$ cat config.mk
export PLATFORM = sky130hd
export DESIGN_NAME = ncc_ctrl
export DESIGN_NICKNAME = d
export VERILOG_FILES = /design/src/rtl/ncc_pkg.sv /design/src/rtl/ncc_ctrl.sv
export SDC_FILE = /design/constraint.sdc
export NUM_CORES = 1
export LEC_CHECK = 0
export BUFFER_PORTS_ARGS = -buffer_cell sky130_fd_sc_hd__clkbuf_2
export CAP_MARGIN = 10
export CORE_AREA = 2 2 39 41
export DETAILED_ROUTE_END_ITERATION = 8
export DIE_AREA = 0 0 41 43
export GPL_ROUTABILITY_DRIVEN = 0
export SYNTH_ARGS = -nofsm -noshare
export SYNTH_HDL_FRONTEND = slang
export SYNTH_SLANG_ARGS = --single-unit
$ cat constraint.sdc
create_clock -name clock -period 1.65 [get_ports clock]
set_input_delay 0.495 -clock clock [delete_from_list [all_inputs] [get_ports clock]]
set_output_delay 0.495 -clock clock [all_outputs]
set_load 0.01 [all_outputs]
$ cat src/rtl/ncc_pkg.sv
package ncc_pkg;

   // Table geometry
   localparam int unsigned TABLE_SLOTS = 64;
   localparam int unsigned VECTOR_DIMS = 5;
   localparam int unsigned LABEL_COUNT = 16;

   // Field widths fixed by the interface
   localparam int unsigned IN_FIELDS   = 5;
   localparam int unsigned ELEM_W      = 16;
   localparam int unsigned LABEL_W     = 4;
   localparam int unsigned SLOT_FLD_W  = 6;
   localparam int unsigned DIST_W      = 35;

   // Derived widths
   localparam int unsigned SLOT_W = (TABLE_SLOTS > 1) ? $clog2(TABLE_SLOTS) : 1;
   localparam int unsigned SQ_W   = 2 * ELEM_W;

   // Request action codes
   typedef enum logic [1:0] {
      ACT_LOAD  = 2'd0,
      ACT_QUERY = 2'd1,
      ACT_CLEAR = 2'd2
   } ncc_action_type;

   // Controller states
   typedef enum logic [1:0] {
      ST_IDLE,
      ST_SCAN,
      ST_DRAIN,
      ST_DONE
   } ncc_state_type;

   typedef logic [VECTOR_DIMS-1:0][ELEM_W-1:0] ncc_vec_type;

   // One table row: label plus centroid elements
   typedef struct packed {
      logic [LABEL_W-1:0] label;
      ncc_vec_type        vals;
   } ncc_row_type;

   // Controller to datapath
   typedef struct packed {
      logic              start;
      logic              load_wr;
      logic              clear_all;
      logic              rd_en;
      logic [SLOT_W-1:0] rd_slot;
      logic              load_out;
   } ncc_cmd_type;

   // Datapath to controller
   typedef struct packed {
      logic pipe_busy;
      logic out_free;
   } ncc_status_type;

endpackage

$ cat src/rtl/ncc_ctrl.sv
module ncc_ctrl
   import ncc_pkg::*;
(
   input  logic           clock,
   input  logic           reset,
   input  logic           req_valid,
   input  logic [1:0]     req_action,
   output logic           req_stall,
   input  ncc_status_type status,
   output ncc_cmd_type    cmd
);

   ncc_state_type     state_ff, state_in;
   logic [SLOT_W-1:0] cnt_ff, cnt_in;
   logic              req_take;
   logic              last_slot;

   assign req_take  = (state_ff == ST_IDLE) && req_valid;
   assign last_slot = (cnt_ff == SLOT_W'(TABLE_SLOTS - 1));

   // Next state
   always_comb begin
      state_in = state_ff;
      case (state_ff)
         ST_IDLE: begin
            if (req_take && (req_action == ACT_QUERY)) state_in = ST_SCAN;
         end
         ST_SCAN: begin
            if (last_slot) state_in = ST_DRAIN;
         end
         ST_DRAIN: begin
            if (!status.pipe_busy) state_in = ST_DONE;
         end
         ST_DONE: begin
            if (status.out_free) state_in = ST_IDLE;
         end
         default: state_in = ST_IDLE;
      endcase
   end

   // Slot counter advances once per scan cycle
   always_comb begin
      cnt_in = cnt_ff;
      if (state_ff == ST_SCAN) cnt_in = cnt_ff + SLOT_W'(1);
      else cnt_in = '0;
   end

   always_ff @(posedge clock) begin
      if (reset) begin
         state_ff <= ST_IDLE;
         cnt_ff   <= '0;
      end else begin
         state_ff <= state_in;
         cnt_ff   <= cnt_in;
      end
   end

   // Outputs
   always_comb begin
      req_stall     = (state_ff != ST_IDLE);
      cmd           = '0;
      cmd.rd_slot   = cnt_ff;
      cmd.rd_en     = (state_ff == ST_SCAN);
      cmd.load_out  = (state_ff == ST_DONE) && status.out_free;
      if (req_take) begin
         case (req_action)
            ACT_LOAD:  cmd.load_wr   = 1'b1;
            ACT_QUERY: cmd.start     = 1'b1;
            ACT_CLEAR: cmd.clear_all = 1'b1;
            default:   cmd.start     = 1'b0;
         endcase
      end
   end

endmodule

==> metrics, run 1 <==
f_max=roughly 590 MHz; Max VDD drop=0.000492 V; Site Rows=14; DP Area=551 µm²; cell count after placement=between 80 and 90; vias per cell=about 4.7; diode count=0; GR Util met3=0.0157; Post-Route Setup TNS=-0.0806 ns; 1st-iter DRT viols=1; final cell count without fillers=92; maxcap violations=0; largest net degree at the start of global routing=7; sequential element share of the synthesized area=0.364; layout net count=between 90 and 100; WL/cell=just over 10 µm; crit end category=output pin; ranking of synthesized cells by area=dfxtp_1 (36%), ha_1 (17%), nor2_1 (6.0%); most common cell in the synthesized netlist=dfxtp_1; Port Buffers=18; clk_skew=around 0.0022 ns; CTS tree=done; Clock Sinks=8; Worst-Skew Late Latency=approximately 0.25 ns; failing checks=setup timing; Synth Instances=a little under 50; Post-synth top cells=dfxtp_1 (8), nor2_1 (7), ha_1 (6); H-tree depth=1; #FFs+latches synth=8; # setup viols final=3; # hold bufs at CTS=0; final instance area=663 µm²; gr ovfl total=0; Tcrit/Tclk final=1.03; # IOs=19; Root Buffer=clkbuf_4; Async SR Flop Fraction=0; DRC viols=0; synth warn=0; P_leak=roughly 0.00032 µW; CP max FO=3; hold depth=2; Longest Clk Path Bufs=2; Critical Path AT=1.21 ns; Post-synth EDFFs=0; CTS Buf Count=3; unrepaired setup endpoints after global routing=yes; initial antenna violation count=0; Req. time, crit path=around 1.2 ns; Hold WC Path Type=input port to flip-flop; Worst-Margin Slew=0.303 ns; Final ANT Viol Nets=0; Die Ht=43 µm; pre-CTS setup slack=about 0.027 ns; ys flop type=dfxtp_1; status=complete, but fails checks; crit path launch type=flip-flop; TritonRoute pass-1 iters=4; Slew Limit Fails=0; vias=432; Power Density=~1200 nW/µm²; Core Area=between 1000 and 1500 µm²; final hold vios=0; starting density of the core=0.318; GRT Total Usage=0.116; syn avg cell area=about 9 µm²; post-DP HPWL=about 680 µm; fillers=140; GR peak layer=met2; Tmin final=about 1.7 ns; Yosys top cell area share=0.364; Tot Pwr=767 µW; syn nets=62; worst setup margin=-0.0561 ns; clock-pin slew on the worst setup and hold paths=around 0.05 ns; Die ar.=between 1500 and 2000 µm²; R2R cell count=6; vias in the first global route=372; final WL=952 µm; first-pass GRT wire length=1390 µm; Slew Limit Headroom=0.796; P&R area growth vs syn=50.6%; WS Path Type=flip-flop to output pin; post-synthesis cell type count=21; met1 GRT Util=0.130; Die Wd=41 µm; cell taking the most area after synthesis=dfxtp_1; synthesized area=between 400 and 500 µm²; share of cells above drive strength 1=0.513; met2 Track Usage GR=0.188
-- where the power goes --
part           leakage (µW)  switching [µW]  internal, µW
Clock             0.0000138            61.3          82.9
Combinational      0.000240             182           191
Sequential        0.0000659            26.5           223
Total              0.000320             270           497
-- registers in the layout (all words and copies together), names as in the netlist --
| signal | count |
|---|---|
| state_ff | 2 |
| cnt_ff | 6 |
-- path summary, 6_finish.rpt --
kind               start     endpoint  slack [ns]
max reg2reg  state_ff[1]  state_ff[0]        0.11
min                reset  state_ff[0]        0.45
min reg2reg    cnt_ff[0]    cnt_ff[0]        0.47
max          state_ff[1]       cmd[9]       -0.06
-- layer usage --
layer,share of wire,vias up
met5,0,-
met1,0.42,188
met2,0.50,20
li1,-,222
met3,0.074,2
met4,0.0063,0
-- stage by stage --
| step | hold slack, ns | util |
|---|---|---|
| 6_report | 0.448 | 0.479 |
| 5_1_grt | 0.456 | 0.479 |
| 4_1_cts | 0.445 | 0.463 |
| 3_5_place_dp | 0.469 | 0.398 |
| 3_3_place_gp | 0.460 | 0.398 |
| 2_1_floorplan | 0.476 | - |
-- cell type report --
class                      count  area, µm²  share of cell area
multi-input combinational     36        299               0.451
sequential                     8        165               0.249
timing repair buffer          24        135               0.204
clock buffer                   3       22.5              0.0340
inverter                       5       21.3              0.0321
tap                           16       20.0              0.0302
-- kinds of logic (layout without fill, tap and decap cells) --
kind of cell,after synthesis,count (layout),synth area share
adders and majority gates,6,6,0.170
buffers and inverters,5,32,0.0426
and+or+nand+nor,21,21,0.253
DFF,8,8,0.364
AOI/OAI and AO/OA,5,5,0.0909
xor gates and xnor gates,4,4,0.0796
-- critical path: stages (launching register included) --
cell and delay, ns:
dfxtp_2 0.33, inv_2 0.08, ha_4 0.16, nand2_4 0.06, nor3_2 0.18, buf_2 0.15
-- layout by cell type, fill, tap and decap left out, types with 2 or more instances in the layout --
| cell type | count |
|---|---|
| nor2_1 | 7 |
| dfxtp_1 | 6 |
| clkbuf_4 | 3 |
| ha_1 | 4 |
| nor3b_2 | 2 |
| buf_2 | 3 |
| clkbuf_2 | 15 |
| inv_1 | 3 |
| buf_4 | 6 |
| xor2_1 | 3 |
| nand3_1 | 3 |
-- repair_timing --
action / in CTS / in global routing
setup endpoints to repair: 3 / 5
setup buffers: 4 / 2
resized for setup: 12 / 5
pin swaps: 2 / 3
No activity file was read; power rests on OpenSTA's default activity.
==> run 2: changes to the inputs <==
PLACE_DENSITY_LB_ADDON = 0.08   (was not set)
==> metrics, run 2 (synthesized netlist as in run 1, its figures left out) <==
worst hold start=reset (unchanged); DP Area=551 µm² (unchanged); Die Wd=41 µm (unchanged); max FFs per register=6 (unchanged); Core Area=1380 µm² (unchanged); f_max=610 MHz (was 586 MHz); GRT Total Usage=0.140 (was 0.116); 1st-iter DRT viols=10 (was 1); worst path cell trace=inv_2 > ha_4 > nand2_4 > nor3b_2 > clkbuf_2 (was inv_2 > ha_4 > nand2_4 > nor3_2 > buf_2); Die Ht=43 µm (unchanged); Root Buffer=clkbuf_4 (unchanged); TritonRoute pass-1 iters=4 (unchanged); final hold vios=0 (unchanged); CP max stage delay=0.33 ns (about the same); # IOs=19 (unchanged); clk_skew=0.00329 ns (was 0.00219 ns); final instance area=664 µm² (was 663 µm²); CP Buf/Inv Count=2 (unchanged); Clock Sinks=8 (unchanged); vias=440 (was 432); Site Rows=14 (unchanged); Tmin final=1.64 ns (was 1.71 ns); Critical Path AT=1.14 ns (was 1.21 ns); Reg-to-Reg Start=state_ff[0] (was state_ff[1]); Max VDD drop=0.000496 V (was 0.000492 V); CTS tree=done (unchanged); WL/cell=11.0 µm (was 10.3 µm); crit end category=output pin (unchanged); commonest non-fill, non-tap cells in the layout=clkbuf_2 (14), nor2_1 (7), buf_4 (7) (was clkbuf_2 (15), nor2_1 (7), dfxtp_1 (6), buf_4 (6), ha_1 (4)); Tcrit/Tclk final=0.993 (was 1.03); post-DP HPWL=684 µm (was 681 µm); Die ar.=1760 µm² (unchanged); Worst-Margin Slew=0.372 ns (was 0.303 ns); Slew Limit Headroom=0.749 (was 0.796); first-pass GRT wire length=1610 µm (was 1390 µm); DRC viols=0 (unchanged); Longest Clk Path Bufs=2 (unchanged); Largest Register=cnt_ff (unchanged); share of cells above drive strength 1=0.519 (was 0.513); vias in the first global route=403 (was 372); CTS Buf Count=3 (unchanged); cell family with most CP delay=flip-flops (unchanged); H-tree depth=1 (unchanged); Req. time, crit path=1.15 ns (about the same); fin util=0.480 (was 0.479); largest net degree at the start of global routing=7 (unchanged); Final ANT Viol Nets=0 (unchanged); FF-to-FF setup slack=0.08 ns (was 0.11 ns); Port Buffers=18 (unchanged); vias per cell=4.73 (was 4.70); biggest regs=cnt_ff x6, state_ff x2 (unchanged); final WL=1030 µm (was 952 µm); Power Density=1200 nW/µm² (was 1160 nW/µm²); status=finished, final reports clean (was complete, but fails checks); layout net count=92 (was 91); P_leak=0.000322 µW (was 0.000320 µW); # setup viols final=0 (was 3); crit path launch type=flip-flop (unchanged); CP max stage cell=dfxtp_2 (unchanged); commonest non-fill, non-tap cell in the layout=clkbuf_2 (unchanged); Worst-Skew Late Latency=0.25 ns (about the same); fillers=144 (was 140); P&R area growth vs syn=50.9% (was 50.6%); diode count=0 (unchanged); Hold WC Path Type=input port to flip-flop (unchanged); WS Path Type=flip-flop to output pin (unchanged); maxcap violations=0 (unchanged); clock-pin slew on the worst setup and hold paths=0.05 ns (about the same); starting density of the core=0.318 (unchanged); gr ovfl total=0 (unchanged); Setup crit start=state_ff[1] (unchanged); unrepaired setup endpoints after global routing=yes (unchanged); Slew Limit Fails=0 (unchanged); worst hold margin=0.459 ns (was 0.448 ns); CP max FO=3 (unchanged); initial antenna violation count=0 (unchanged)
==> run 2: timing repair <==
item,4_1_cts,5_1_grt
setup endpoints to repair,3,7
hold buffers,0,0
gates resized for setup,10,7
pin swaps,2,3
gates cloned,0,0
setup buffers,5,2
==> run 2: final timing paths <==
kind                 end  cells after the start
min          state_ff[0]                      2
min reg2reg    cnt_ff[0]                      1
max reg2reg  state_ff[1]                      7
max               cmd[8]                      5
==> run 2: report_power, final <==
group	switching (µW)	total (µW)	internal [µW]	leakage [µW]
registers	24.0	244	220	0.0000656
clock network	68.4	152	83.4	0.0000138
logic	192	400	208	0.000243
==> run 2: area by class of cell <==
class | instances | area [µm²] | area share
clock buffers | 3 | 22.5 | 0.0339
well taps | 16 | 20.0 | 0.0301
flip-flops and latches | 8 | 163 | 0.245
inverters | 5 | 18.8 | 0.0282
multi-input cells | 36 | 298 | 0.448
repair buffers | 25 | 143 | 0.215
==> run 2: metrics by stage <==
step / total power [µW] / setup TNS, ns / setup slack (ns) / instances
2_1_floorplan: 414 / 0 / 0.156 / 49
3_5_place_dp: 492 / 0 / 0.0535 / 83
3_3_place_gp: 498 / 0 / 0.0287 / 83
4_1_cts: 755 / -0.0202 / -0.0103 / 91
5_1_grt: 855 / -0.190 / -0.0843 / 93
6_report: 796 / 0 / 0.0114 / 93
==> run 2: per-layer routing <==
layer | track usage | up-vias | share of wire | wire, µm
met1 | 0.174 | 210 | 0.45 | 458
met3 | 0.0628 | 0 | 0.044 | 45
li1 | - | 223 | - | -
met5 | 0 | - | 0 | 0
met2 | 0.200 | 7 | 0.51 | 524
met4 | 0.0600 | 0 | 0 | 0
==> run 3: changes to the inputs <==
ABC_AREA = 1   (was not set)
==> metrics, run 3 <==
status=finished, final reports clean (unchanged); TritonRoute pass-1 iters=1 (was 4); Site Rows=14 (unchanged); Power Density=1150 nW/µm² (was 1200 nW/µm²); GRT Total Usage=0.136 (was 0.140); CP Buf/Inv Count=4 (was 2); Slew Limit Headroom=0.850 (was 0.749); syn avg cell area=7.31 µm² (was 8.99 µm²); Port Buffers=18 (unchanged); share of cells above drive strength 1=0.495 (was 0.519); WS Path Type=flip-flop to output pin (unchanged); vias per cell=4.27 (was 4.73); Core Area=1380 µm² (unchanged); Reg-to-Reg Start=cnt_ff[0] (was state_ff[0]); Max VDD drop=0.000481 V (was 0.000496 V); Worst Hold End=cnt_ff[0] (was state_ff[0]); clk_skew=0.00207 ns (was 0.00329 ns); Die Wd=41 µm (unchanged); Post-synth top cells=nor2_1 (12), inv_1 (11), dfxtp_1 (8) (was dfxtp_1 (8), nor2_1 (7), ha_1 (6)); crit path launch type=flip-flop (unchanged); #FFs+latches synth=8 (unchanged); crit end category=output pin (unchanged); Req. time, crit path=1.15 ns (about the same); Critical Path AT=1.11 ns (was 1.14 ns); CTS tree=done (unchanged); unrepaired setup endpoints after global routing=yes (unchanged); worst path cell trace=inv_4 > ha_4 > nand2_4 > inv_2 > nand2_2 > inv_2 > buf_6 (was inv_2 > ha_4 > nand2_4 > nor3b_2 > clkbuf_2); H-tree depth=1 (unchanged); final WL=980 µm (was 1030 µm); P_leak=0.000356 µW (was 0.000322 µW); P&R area growth vs syn=40.4% (was 50.9%); post-DP HPWL=755 µm (was 684 µm); Longest Clk Path Bufs=2 (unchanged); syn nets=82 (was 62); Post-synth EDFFs=0 (unchanged); DRC viols=0 (unchanged); layout net count=108 (was 92); final cell count without fillers=109 (was 93); cell family with most CP delay=flip-flops (unchanged); 1st-iter DRT viols=0 (was 10); Yosys top cell area share=0.318 (was 0.364); final instance area=708 µm² (was 664 µm²); Post-Route Setup TNS=0 ns (unchanged); synth warn=0 (unchanged); biggest regs=cnt_ff x6, state_ff x2 (unchanged); hold depth=1 (was 2); Setup crit start=state_ff[0] (was state_ff[1]); Worst-Skew Late Latency=0.25 ns (about the same); max FFs per register=6 (unchanged); worst hold start=cnt_ff[0] (was reset); Async SR Flop Fraction=0 (unchanged); worst r2r dst=state_ff[0] (was state_ff[1]); starting density of the core=0.364 (was 0.318); cell taking the most area after synthesis=dfxtp_1 (unchanged); commonest non-fill, non-tap cell in the layout=clkbuf_2 (unchanged); Hold WC Path Type=flip-flop to flip-flop (was input port to flip-flop); CTS Buf Count=3 (unchanged); fin util=0.512 (was 0.480); f_max=624 MHz (was 610 MHz); most common cell in the synthesized netlist=nor2_1 (was dfxtp_1); # setup viols final=0 (unchanged); clock-pin slew on the worst setup and hold paths=0.05 ns (about the same); DP Area=622 µm² (was 551 µm²); FF-to-FF setup slack=0.38 ns (was 0.08 ns); Tcrit/Tclk final=0.971 (was 0.993); Slew Limit Fails=0 (unchanged); initial antenna violation count=0 (unchanged); Largest Register=cnt_ff (unchanged); Die ar.=1760 µm² (unchanged); final hold vios=0 (unchanged); Synth Instances=69 (was 49); commonest non-fill, non-tap cells in the layout=clkbuf_2 (15), nor2_1 (12), inv_1 (7) (was clkbuf_2 (14), nor2_1 (7), buf_4 (7)); vias in the first global route=422 (was 403); Worst-Margin Slew=0.225 ns (was 0.372 ns); Die Ht=43 µm (unchanged); cell count after placement=104 (was 83); vias=465 (was 440); ranking of synthesized cells by area=dfxtp_1 (32%), ha_1 (15%), nor2_1 (8.9%) (was dfxtp_1 (36%), ha_1 (17%), nor2_1 (6.0%)); Tmin final=1.60 ns (was 1.64 ns); ys flop type=dfxtp_1 (unchanged); Final ANT Viol Nets=0 (unchanged); diode count=0 (unchanged); WL/cell=8.99 µm (was 11.0 µm); CP max stage delay=0.35 ns (was 0.33 ns); Clock Sinks=8 (unchanged); Root Buffer=clkbuf_4 (unchanged); maxcap violations=0 (unchanged); largest net degree at the start of global routing=6 (was 7); sequential element share of the synthesized area=0.318 (was 0.364); synthesized area=504 µm² (was 440 µm²); first-pass GRT wire length=1520 µm (was 1610 µm); CP max stage cell=dfxtp_2 (unchanged); Most common cell on crit path=inv_2; CP max FO=3 (unchanged); gr ovfl total=0 (unchanged); # IOs=19 (unchanged); R2R cell count=6 (was 7); post-synthesis cell type count=19 (was 21)
==> run 3: cell types whose count changed after synthesis, sizes merged, moves of 2 or more <==
cell | previous run | this run
and2 | 2 | 0
inv | 5 | 14
nand2 | 2 | 11
nand4 | 0 | 2
nor2 | 7 | 16
nor3b | 2 | 0
xor2 | 3 | 1
==> run 3: repair_timing <==
item | 4_1_cts | 5_1_grt
pin swaps | 0 | 2
gates resized for setup | 7 | 11
endpoints found under the hold margin | 0 | 0
setup buffers | 2 | 0
hold buffers | 0 | 0
setup endpoints to repair | 4 | 3
==> run 3: worst max path at each step <==
| stage | to | cells past startpoint |
|---|---|---|
| 6_report | cmd[10] | 7 |
| 5_1_grt | cmd[10] | 7 |
| 4_1_cts | cmd[10] | 7 |
| 3_5_place_dp | cmd[10] | 7 |
| 3_3_place_gp | cmd[10] | 7 |
| 2_1_floorplan | cmd[9] | 4 |
==> run 3: power breakdown <==
part           switching, µW  leakage (µW)  internal [µW]
sequential              19.3     0.0000656            220
clock                   64.9     0.0000138           83.1
combinational            238      0.000276            193
total                    322      0.000356            495
==> run 3: cell type report <==
| cell class | instances | area (µm²) |
|---|---|---|
| clock buffers | 3 | 22.5 |
| fillers | 145 | 676 |
| inverters | 15 | 58.8 |
| multi-input cells | 46 | 325 |
| flip-flops and latches | 8 | 163 |
| well taps | 16 | 20.0 |
| repair buffers | 21 | 119 |
==> run 3: per-stage QoR <==
| step | setup slack [ns] | power, µW | hold slack [ns] |
|---|---|---|---|
| global route | -0.0146 | 896 | 0.496 |
| floorplan | 0.197 | 484 | 0.469 |
| CTS | 0.0186 | 791 | 0.470 |
| detailed placement | 0.127 | 579 | 0.457 |
| global placement | 0.132 | 579 | 0.445 |
| finish | 0.0478 | 818 | 0.467 |
==> run 3: routing by layer <==
layer / vias up / part of all wire / track usage
li1: 259 / - / -
met1: 195 / 0.41 / 0.124
met2: 9 / 0.54 / 0.228
met3: 2 / 0.046 / 0.0314
met4: 0 / 0.0092 / 0.120
met5: - / 0 / 0
==> run 3: logic make-up (layout without fill, tap and decap cells) <==
| group | count (synthesis) | after routing | share of synthesized area |
|---|---|---|---|
| simple gates | 32 | 32 | 0.315 |
| compound gates | 6 | 6 | 0.0720 |
| fa+ha+maj | 6 | 6 | 0.149 |
| xor+xnor | 2 | 2 | 0.0347 |
| flops | 8 | 8 | 0.318 |
| buf+inv | 15 | 39 | 0.112 |
